## src/rtl/cmc_pkg.sv

```systemverilog
// Shared constants, types and codes of the column majority consensus unit.
`timescale 1ns / 1ps

package cmc_pkg;

	// Lanes carried by one column request, and rows that take part in the vote.
	localparam int Lanes     = 8;
	localparam int Rows      = 8;
	localparam int VoteLanes = (Rows < Lanes) ? Rows : Lanes;

	localparam int CodeW  = 3;
	localparam int CountW = $clog2(Lanes + 1);
	localparam int NumVotingCodes = 6;

	localparam int SymsW   = Lanes * CodeW;
	localparam int InDataW = SymsW + Lanes;
	localparam int OutBits = 2 * CodeW + CountW;
	localparam int OutDataW = ((OutBits + 7) / 8) * 8;

	// Symbol codes. Codes 6 and 7 are both no-calls.
	localparam logic [CodeW-1:0] CodeGap    = 3'd0;
	localparam logic [CodeW-1:0] CodeNoCall = 3'd6;

	// Status reported for each column.
	typedef enum logic [2:0] {
		StatusLeadSkip  = 3'd0,
		StatusAppend    = 3'd1,
		StatusGapOnly   = 3'd2,
		StatusStopHere  = 3'd3,
		StatusAfterStop = 3'd4
	} status_t;

	typedef struct packed {
		logic [CodeW-1:0]  code;
		logic [CountW-1:0] count;
	} vote_t;

endpackage

```

## src/rtl/cmc_vote.sv

```systemverilog
// Majority vote over the lanes of one column, ties going to the lowest code.
`timescale 1ns / 1ps

module cmc_vote (
	input  logic [cmc_pkg::SymsW-1:0] syms,
	input  logic [cmc_pkg::Lanes-1:0] valid,
	output cmc_pkg::vote_t            vote
);
	import cmc_pkg::*;

	logic [CountW-1:0] counts [NumVotingCodes];

	// One counter per voting code; no-call codes never match.
	always_comb begin
		for (int c = 0; c < NumVotingCodes; c++) begin
			counts[c] = '0;
			for (int k = 0; k < VoteLanes; k++) begin
				if (valid[k] && (syms[k*CodeW +: CodeW] == CodeW'(c))) begin
					counts[c] = counts[c] + CountW'(1);
				end
			end
		end
	end

	// Strictly greater replaces, so the lowest code keeps a tie.
	always_comb begin
		vote.code  = CodeNoCall;
		vote.count = '0;
		for (int c = 0; c < NumVotingCodes; c++) begin
			if (counts[c] > vote.count) begin
				vote.count = counts[c];
				vote.code  = CodeW'(c);
			end
		end
	end

endmodule

```

## src/rtl/column_majority_consensus_unit.sv

```systemverilog
// Top level of the column majority consensus unit: input stage, vote, status and output stage.
`timescale 1ns / 1ps
// Usage:
// Alignment columns arrive on the s_ channel, one column per request. s_tdata carries the
// eight 3-bit row symbols in bits 23:0 and the row valid bits in bits 31:24; s_tlast marks
// the final column of an alignment. Each column produces exactly one result request on the
// m_ channel: the winning code, its vote count and the column status, with m_tlast copying
// the column's last marker.
// A result shows on m_tvalid once its column has passed both registers: the column is registered
// at the accepting edge and its result when the pipeline advances. One column can be accepted
// every cycle while the receiver keeps m_tready high: the column register and the result
// register form a two-stage pipeline with the combinational vote between them.
// The started and stopped flags are updated as a column moves from the column register into
// the result register, so columns are judged strictly in arrival order; the flags clear
// after a column marked last.
// When the receiver holds m_tready low, the result stays in its register and the column
// register keeps taking a request until it is also full; then s_tready drops.
// Reset (arst_n low, asynchronous) empties both stages and clears both flags.
module column_majority_consensus_unit (
	input  logic                         clk,
	input  logic                         arst_n,
	input  logic                         s_tvalid,
	output logic                         s_tready,
	input  logic [cmc_pkg::InDataW-1:0]  s_tdata,  // column_symbols [23:0], row_valid [31:24]
	input  logic                         s_tlast,
	output logic                         m_tvalid,
	input  logic                         m_tready,
	output logic [cmc_pkg::OutDataW-1:0] m_tdata,  // padded_code [2:0], winner_count [6:3],
	                                               // column_status [9:7], zero [15:10]
	output logic                         m_tlast
);
	import cmc_pkg::*;

	// Column register (stage 1).
	logic                valid_s1;
	logic [SymsW-1:0]    syms_s1;
	logic [Lanes-1:0]    rowv_s1;
	logic                last_s1;

	// Result register (stage 2).
	logic                valid_s2;
	vote_t               vote_s2;
	status_t             status_s2;
	logic                last_s2;

	// Consensus flags.
	logic                started_q;
	logic                stopped_q;

	logic                advance;
	logic                load_s1;
	logic                move_s2;
	vote_t               vote;
	status_t             status;
	logic                started_d;
	logic                stopped_d;

	// The whole pipeline advances when the result register is free or being drained.
	assign advance  = !valid_s2 || m_tready;
	assign s_tready = !valid_s1 || advance;
	assign load_s1  = s_tvalid && s_tready;
	assign move_s2  = valid_s1 && advance;

	cmc_vote u_vote (
		.syms  (syms_s1),
		.valid (rowv_s1),
		.vote  (vote)
	);

	// Status of the column in stage 1 and the flags it leaves behind.
	always_comb begin
		started_d = started_q;
		stopped_d = stopped_q;
		if (stopped_q) begin
			status = StatusAfterStop;
		end else if (vote.code == CodeNoCall) begin
			if (!started_q) begin
				status = StatusLeadSkip;
			end else begin
				status    = StatusStopHere;
				stopped_d = 1'b1;
			end
		end else if (vote.code != CodeGap) begin
			status    = StatusAppend;
			started_d = 1'b1;
		end else begin
			status = StatusGapOnly;
		end
		// The last column of an alignment leaves the flags clear for the next one.
		if (last_s1) begin
			started_d = 1'b0;
			stopped_d = 1'b0;
		end
	end

	always_ff @(posedge clk or negedge arst_n) begin
		if (!arst_n) begin
			valid_s1  <= 1'b0;
			valid_s2  <= 1'b0;
			started_q <= 1'b0;
			stopped_q <= 1'b0;
		end else begin
			if (s_tready) begin
				valid_s1 <= s_tvalid;
			end
			if (advance) begin
				valid_s2 <= valid_s1;
			end
			if (move_s2) begin
				started_q <= started_d;
				stopped_q <= stopped_d;
			end
		end
	end

	always_ff @(posedge clk) begin
		if (load_s1) begin
			syms_s1 <= s_tdata[SymsW-1:0];
			rowv_s1 <= s_tdata[SymsW +: Lanes];
			last_s1 <= s_tlast;
		end
		if (move_s2) begin
			vote_s2   <= vote;
			status_s2 <= status;
			last_s2   <= last_s1;
		end
	end

	assign m_tvalid = valid_s2;
	assign m_tlast  = last_s2;
	assign m_tdata  = OutDataW'({status_s2, vote_s2.count, vote_s2.code});

endmodule

```

## config.mk

```make
export PLATFORM = sky130hd
export DESIGN_NAME = column_majority_consensus_unit
export DESIGN_NICKNAME = d
export VERILOG_FILES = /design/src/rtl/cmc_pkg.sv /design/src/rtl/cmc_vote.sv /design/src/rtl/column_majority_consensus_unit.sv
export SDC_FILE = /design/constraint.sdc
export NUM_CORES = 1
export LEC_CHECK = 0
export ABC_AREA = 1
export BUFFER_PORTS_ARGS = -buffer_cell sky130_fd_sc_hd__buf_2
export CAP_MARGIN = 20
export CORE_UTILIZATION = 40
export CTS_CLUSTER_SIZE = 14
export DETAILED_ROUTE_END_ITERATION = 16
export GPL_TIMING_DRIVEN = 1
export HOLD_SLACK_MARGIN = 0.05
export PLACE_DENSITY_LB_ADDON = 0.3
export SLEW_MARGIN = 5
export SYNTH_ARGS = -nofsm -noshare
export SYNTH_HDL_FRONTEND = slang
export SYNTH_SLANG_ARGS = --single-unit
```

## constraint.sdc

```tcl
create_clock -name clk -period 11 [get_ports clk]
set_input_delay 0.55 -clock clk [delete_from_list [all_inputs] [get_ports clk]]
set_output_delay 0.55 -clock clk [all_outputs]
set_load 0.03 [all_outputs]
```

==> Word-level counts from Yosys, hierarchy flattened <==
Index checks and enable logic that the tools add are counted.
{ "totals": {"ff_bits": 48, "input_bits": 37, "output_inout_bits": 19, "elab_cells": 232} }
{ "op_classes": {"addsub": 42, "n_reduce_logical": 65, "n_mux": 65, "order_cmp": 6, "eq_ne": 43} }
{ "op_table": {"columns": ["op", "count"], "rows": [
  ["2-to-1 mux 4 bit", 42],
  ["adder 4 x 1 -> 4 bit (second input constant)", 36],
  ["== test 3 bit (second input constant)", 17],
  ["logical AND 1 bit", 50],
  ["== test 3 x 2 -> 1 bit (second input constant)", 16],
  ["2-to-1 mux 7 bit", 6],
  ["== test 3 x 1 -> 1 bit (second input constant)", 8],
  ["zero test 3 bit", 8],
  ["greater-than comparator 4 bit", 5],
  ["2-to-1 mux 1 bit", 14],
  ["adder 1 x 1 -> 2 bit (second input constant)", 6],
  ["greater-than comparator 4 x 1 -> 1 bit (second input constant)", 1],
  ["2-to-1 mux 2 bit", 2],
  ["!= test 2 bit (second input constant)", 2],
  ["AND reduction 4 bit", 1],
  ["2-to-1 mux 3 bit", 1],
  ["nonzero test 3 bit", 1],
  ["zero test 1 bit", 2],
  ["logical OR 1 bit", 2],
  ["nonzero test 2 bit", 1]
]} }

==> Logic depth before layout (Yosys ltp) <==
{ "logic_depth": {"ltp_word": 34, "depth_mapped": 77, "mapped_depth_nobuf": 77} }

==> Modules after synthesis <==
Synthesis repeated with hierarchy kept, for this count alone.
{ "hier_totals": {"cells_unflattened": 884, "area_unflattened_um2": 5893.2} }
{ "by_module_without_submodules": {"columns": ["module", "area_each_um2", "instances", "seq_area_each_um2", "cells_per_inst"], "rows": [
  ["cmc_vote", 4282.9, 1, 0.0, 801],
  ["column_majority_consensus_unit", 1610.3, 1, 1421.4, 83]
]} }

==> Worst setup path before layout <==
Ideal clock, no wire load.
{ "synth_timing": {"path_type": "register to register", "startpoint": "reg syms_s1[2]", "endpoint": "reg status_s2[1] (data pin)", "setup_time_ns": 0.259, "t_required_ns": 10.741, "slack_ns": 1.808, "arrival_time_ns": 8.934, "path_stages_with_launch": 71, "cell_sequence": "edfxtp_1 > nor2_1 > inv_1 > nor2_1 > ha_1 > or2_2 > nand2_1 > inv_1 > ha_1 > nand2_1 > nand2_1 > ha_1 > or2_1 > nand2_1 > inv_1 > ha_1 > nand2_1 > nand2_1 > (+35 left out) > nand2_1 > inv_2 > nand2_1 > nand2_1 > nand2_2 > buf_6 > nand2_1 > o21ai_1 > ha_1 > inv_1 > nor2_1 > o21ai_0 > a32oi_1 > clkinv_1 > nand3_4 > nor2_2 > nand2_1 > a21oi_1"} }
{ "synth_between": {"elab_chain_cells": 32} }
{ "synth_rtl": {"columns": ["element", "line_no", "text"], "rows": [
  ["start, declared", "column_majority_consensus_unit.sv:36", "logic [SymsW-1:0] syms_s1;"],
  ["start signal, assigned", "column_majority_consensus_unit.sv:118", "syms_s1 <= s_tdata[SymsW-1:0];"],
  ["zero test 3 bit", "cmc_vote.sv:18", "if (valid[k] && (syms[k*CodeW +: CodeW] == CodeW'(c))) begin"],
  ["logical AND 1 bit", "cmc_vote.sv:18", null],
  ["2-to-1 mux 1 bit", "cmc_vote.sv:18", null],
  ["adder 1 x 1 -> 2 bit", "cmc_vote.sv:19", "counts[c] = counts[c] + CountW'(1);"],
  ["2-to-1 mux 4 bit", "cmc_vote.sv:18", null],
  ["adder 4 x 1 -> 4 bit", "cmc_vote.sv:19", null],
  ["2-to-1 mux 4 bit", "cmc_vote.sv:18", null],
  ["adder 4 x 1 -> 4 bit", "cmc_vote.sv:19", null],
  ["(+16 left out)", null, null],
  ["2-to-1 mux 7 bit", "cmc_vote.sv:30", "if (counts[c] > vote.count) begin"],
  ["greater-than comparator 4 bit", "cmc_vote.sv:30", null],
  ["2-to-1 mux 7 bit", "cmc_vote.sv:30", null],
  ["greater-than comparator 4 bit", "cmc_vote.sv:30", null],
  ["2-to-1 mux 7 bit *", "cmc_vote.sv:30", null],
  ["nonzero test 3 bit", "column_majority_consensus_unit.sv:83", "end else if (vote.code != CodeGap) begin"],
  ["2-to-1 mux 2 bit", "column_majority_consensus_unit.sv:83", null],
  ["2-to-1 mux 3 bit *", "column_majority_consensus_unit.sv:76", "end else if (vote.code == CodeNoCall) begin"],
  ["end signal, assigned", "column_majority_consensus_unit.sv:124", "status_s2 <= status;"],
  ["end, declared", "column_majority_consensus_unit.sv:43", "status_t status_s2;"]
]} }
Mark *: on every way between the ends. The rest lies on a longest branch, timed or not.
A chain may end at the register's enable or synchronous reset.

==> Worst setup path in the final report <==
{ "layout_timing": {"startpoint": "reg syms_s1[5]", "endpoint": "reg status_s2[1] (data pin)"} }
{ "layout_between": {"elab_chain_cells": 30} }
{ "layout_rtl": {"columns": ["element", "line_no"], "rows": [
  ["zero test 3 bit", "cmc_vote.sv:18"],
  ["logical AND 1 bit", "cmc_vote.sv:18"],
  ["2-to-1 mux 4 bit", "cmc_vote.sv:18"],
  ["adder 4 x 1 -> 4 bit", "cmc_vote.sv:19"],
  ["2-to-1 mux 4 bit", "cmc_vote.sv:18"],
  ["adder 4 x 1 -> 4 bit", "cmc_vote.sv:19"],
  ["2-to-1 mux 4 bit", "cmc_vote.sv:18"],
  ["adder 4 x 1 -> 4 bit", "cmc_vote.sv:19"],
  ["(+14 left out)", null],
  ["2-to-1 mux 7 bit", "cmc_vote.sv:30"],
  ["greater-than comparator 4 bit", "cmc_vote.sv:30"],
  ["2-to-1 mux 7 bit", "cmc_vote.sv:30"],
  ["greater-than comparator 4 bit", "cmc_vote.sv:30"],
  ["2-to-1 mux 7 bit *", "cmc_vote.sv:30"],
  ["nonzero test 3 bit", "column_majority_consensus_unit.sv:83"],
  ["2-to-1 mux 2 bit", "column_majority_consensus_unit.sv:83"],
  ["2-to-1 mux 3 bit *", "column_majority_consensus_unit.sv:76"]
]} }
Marks and branches as above.

==> flow_metrics.env <==
export IMPL_remaining_drc_errors=0
export IMPL_min_delay_path_depth=1
export IMPL_diodes=0
export IMPL_worstReg2RegStart="syms_s1[5]"
export IMPL_netlist_area_um2=5560
export IMPL_critical_path_max_stage_delay_ns=0.38
export IMPL_ys_top_cells_by_area="sky130_fd_sc_hd__edfxtp_1 (24%), sky130_fd_sc_hd__nand2_1 (16%), sky130_fd_sc_hd__ha_1 (13%), sky130_fd_sc_hd__inv_1 (12%), sky130_fd_sc_hd__nor2_1 (5.6%)"
export IMPL_dr_first_iter_drc_count=240
export IMPL_placed_cells=1068
export IMPL_setup_worst_path_class="reg -> reg"
export IMPL_worst_ep_required_ns=11.04
export IMPL_numClockSinks=48
export IMPL_whs_ns=0.429
export IMPL_synth_cell_type_count=39
export IMPL_grt_first_pass_wirelength_um=18300
export IMPL_final_cell_mix="sky130_fd_sc_hd__nand2_1 (242), sky130_fd_sc_hd__inv_1 (171), sky130_fd_sc_hd__nor2_1 (83)"
export IMPL_critical_path_top_delay_cell="sky130_fd_sc_hd__edfxtp_1"
export IMPL_clock_latency_ns=0.29
export IMPL_die_width_um=120
export IMPL_clockRootBuffer="sky130_fd_sc_hd__clkbuf_16"
export IMPL_cts_htree_levels=2
export IMPL_yosys_register_bits=48
export IMPL_initial_utilization_pct=41.5
export IMPL_synthesis_yosys_warnings=0
export IMPL_layoutNonFillerInstCount=1080
export IMPL_routed_via_count=4904
export IMPL_coreArea_um2=13400
export IMPL_pin_count_of_the_biggest_net_entering_global_routing=31
export IMPL_fp_dieArea_um2=14400
export IMPL_postLayoutCoreUtil_pct=46.2
export IMPL_cts_buffers=5
export IMPL_leakagePower_nw=3.30
export IMPL_timing_max_transition_violations_final=0
export IMPL_peakVddDrop_mv=0.235
export IMPL_flow_area_growth_from_synthesis_pct=11.4
export IMPL_first_pass_iters=6
export IMPL_synth_edf_count=44
export IMPL_vias_in_the_first_global_route=4403
export IMPL_drt_vias_per_instance=4.54
export IMPL_placement_io_buffers=49
export IMPL_cap_viol_max_count=0
export IMPL_status="finished clean"
export IMPL_critical_path_max_fanout=11
export IMPL_ff2ff_setup_slack_ns=1.06
export IMPL_clock_path_buffers=2
export IMPL_synth_main_ff_cell="sky130_fd_sc_hd__edfxtp_1"
export IMPL_yosysTopAreaCellShare_pct=23.7
export IMPL_finalSetupTns_ns=0
export IMPL_fmaxAchievable_ghz=0.101
export IMPL_rsz0062_at_grt="false"
export IMPL_final_hold_violation_count=0
export IMPL_max_slew_worst_pin_slew_ns=0.832
export IMPL_ports_placed_on_the_boundary=56
export IMPL_std_cell_rows=42
export IMPL_layout_worst_path_cycle_share_pct=90.4
export IMPL_part_of_the_yosys_area_used_for_sequential_elements_pct=25.5
export IMPL_cp_arrival_ns=9.98
export IMPL_cts_clk_slew_worst_paths_ns=0.07
export IMPL_sum_of_net_half_perimeters_after_detailed_placement_um=9240
export IMPL_relSlewSlack_pct=44.1
export IMPL_postSynthCellCount=844
export IMPL_drt_wirelength_per_cell_um=9.94
export IMPL_layout_drive_gt1_share_pct=13.6
export IMPL_grtUsageTotal_pct=15.7
export IMPL_grt_antenna_before_repair=0
export IMPL_place_congestion=0.835
export IMPL_hold_start="s_tdata[31]"
export IMPL_p_per_area_nw_per_um2=226
export IMPL_crit_path_start_kind="flop"
export IMPL_final_min_clock_period_ns=9.94
export IMPL_ys_async_sr_fraction_pct=8.33
export IMPL_crit_path_end_kind="flop"
export IMPL_globalRouteOverflowTotal=0
export IMPL_reg2reg_to="status_s2[1]"
export IMPL_timing_final_setup_violations=0
export IMPL_sink_of_the_worst_hold_path="rowv_s1[7]"
export IMPL_most_common_cell_after_layout_fill_and_taps_aside="sky130_fd_sc_hd__nand2_1"
export IMPL_syn_mean_instance_area_um2=6.59
export IMPL_floorplan_die_height_um=120
export IMPL_final_nets=997
export IMPL_worst_hold_path_type="in -> reg"
export IMPL_worst_r2r_path_depth=71
export IMPL_final_antenna_net_count=0
export IMPL_tritoncts_clock_tree="yes"
export IMPL_netlist_top_cell_by_area="sky130_fd_sc_hd__edfxtp_1"
export IMPL_totalWireLength_um=10700
export IMPL_power_w=0.00140
export IMPL_fin_worst_skew_ns=0.00373
export IMPL_n_fill_cell=1398
export IMPL_critical_path_most_common_cell="sky130_fd_sc_hd__nand2_1"
==> synthesized netlist by cell type, types with 3 or more instances <==
master and count:
sky130_fd_sc_hd__edfxtp_1 44, sky130_fd_sc_hd__nand3_1 54, sky130_fd_sc_hd__inv_2 9, sky130_fd_sc_hd__nand2_2 18
sky130_fd_sc_hd__xor2_1 24, sky130_fd_sc_hd__nand2_1 242, sky130_fd_sc_hd__nor2_1 83, sky130_fd_sc_hd__a21oi_1 12
sky130_fd_sc_hd__nor2_2 7, sky130_fd_sc_hd__nand2_4 4, sky130_fd_sc_hd__nand3b_1 6, sky130_fd_sc_hd__nand4_1 13
sky130_fd_sc_hd__or2_2 13, sky130_fd_sc_hd__ha_1 57, sky130_fd_sc_hd__dfrtp_1 4, sky130_fd_sc_hd__nor2_4 3
sky130_fd_sc_hd__inv_1 171, sky130_fd_sc_hd__buf_4 6, sky130_fd_sc_hd__o21ai_1 11, sky130_fd_sc_hd__or2_1 3
sky130_fd_sc_hd__xnor2_1 14, sky130_fd_sc_hd__o21ai_0 17, sky130_fd_sc_hd__nor3_1 9
==> layout make-up <==
cell class	count	area (µm²)	share of cell area (%)
clock buffers	5	125	2.02
clock inverters	3	23.8	0.384
inverters	181	679	11.0
multi-input cells	613	3440	55.5
flip-flops and latches	48	1420	22.9
well taps	176	220	3.55
repair buffers	54	285	4.60
==> sequential cells by signal, indices dropped and copies added (netlist names) <==
| register | cells |
|---|---|
| last_s1 | 1 |
| m_tlast | 1 |
| syms_s1 | 24 |
| m_tvalid | 1 |
| started_q | 1 |
| valid_s1 | 1 |
| m_tdata | 7 |
| rowv_s1 | 8 |
| stopped_q | 1 |
| status_s2 | 3 |
==> critical path, delay by kind of cell (launching register included) <==
kind	cells	cell delay (ns)
AOI/OAI and AO/OA	9	1.30
adders and majority gates	11	3.05
buffers and inverters	15	1.15
DFF	1	0.38
and+or+nand+nor	36	3.82
==> routing by layer <==
metal / GRT usage [%] / up-vias / share of wire [%]
li1: - / 2734 / -
met4: 4.06 / 0 / 1.0
met2: 26.8 / 67 / 45
met1: 21.0 / 2097 / 51
met3: 1.62 / 6 / 3.5
met5: 0 / - / 0
==> through the flow <==
step | setup slack, ns | cell area (µm²)
6_report | 1.06 | 6200
5_1_grt | 0.0276 | 6200
4_1_cts | 0.635 | 6160
3_5_place_dp | 0.649 | 6000
3_3_place_gp | 0.857 | 6000
2_1_floorplan | 1.81 | 5580
==> worst max path at each step <==
stage               startpoint           end  slack [ns]  cells past startpoint
floorplan           syms_s1[2]  status_s2[1]        1.81                     70
global placement    syms_s1[5]  status_s2[0]        0.86                     70
detailed placement  syms_s1[5]  status_s2[1]        0.65                     70
CTS                 syms_s1[5]  status_s2[1]        0.63                     70
global route        syms_s1[3]  status_s2[0]        0.03                     71
finish              syms_s1[5]  status_s2[1]        1.06                     71
==> cell families after synthesis <==
family	count (synthesis)	synth area share, %
mux	2	0.405
fa+ha+maj	57	12.8
buf+inv	188	13.2
flops	48	25.5
simple gates	461	37.0
xor+xnor	38	5.98
compound gates	49	4.92
other cells	1	0.0674
==> power by group <==
part | leakage, nW | switching (W) | total [W] | internal, W
clock network | 0.0660 | 0.0000664 | 0.000151 | 0.0000845
logic | 2.76 | 0.000626 | 0.000947 | 0.000321
registers | 0.474 | 0.0000159 | 0.000303 | 0.000287
==> what timing repair did <==
| action | CTS | global route |
|---|---|---|
| setup endpoints to repair | 0 | 9 |
| buffers inserted | 0 | 3 |
| gates resized for setup | 0 | 4 |
| hold endpoints to repair | 4 | 0 |
| hold buffers | 1 | 0 |
No activity file was read; power rests on OpenSTA's default activity.
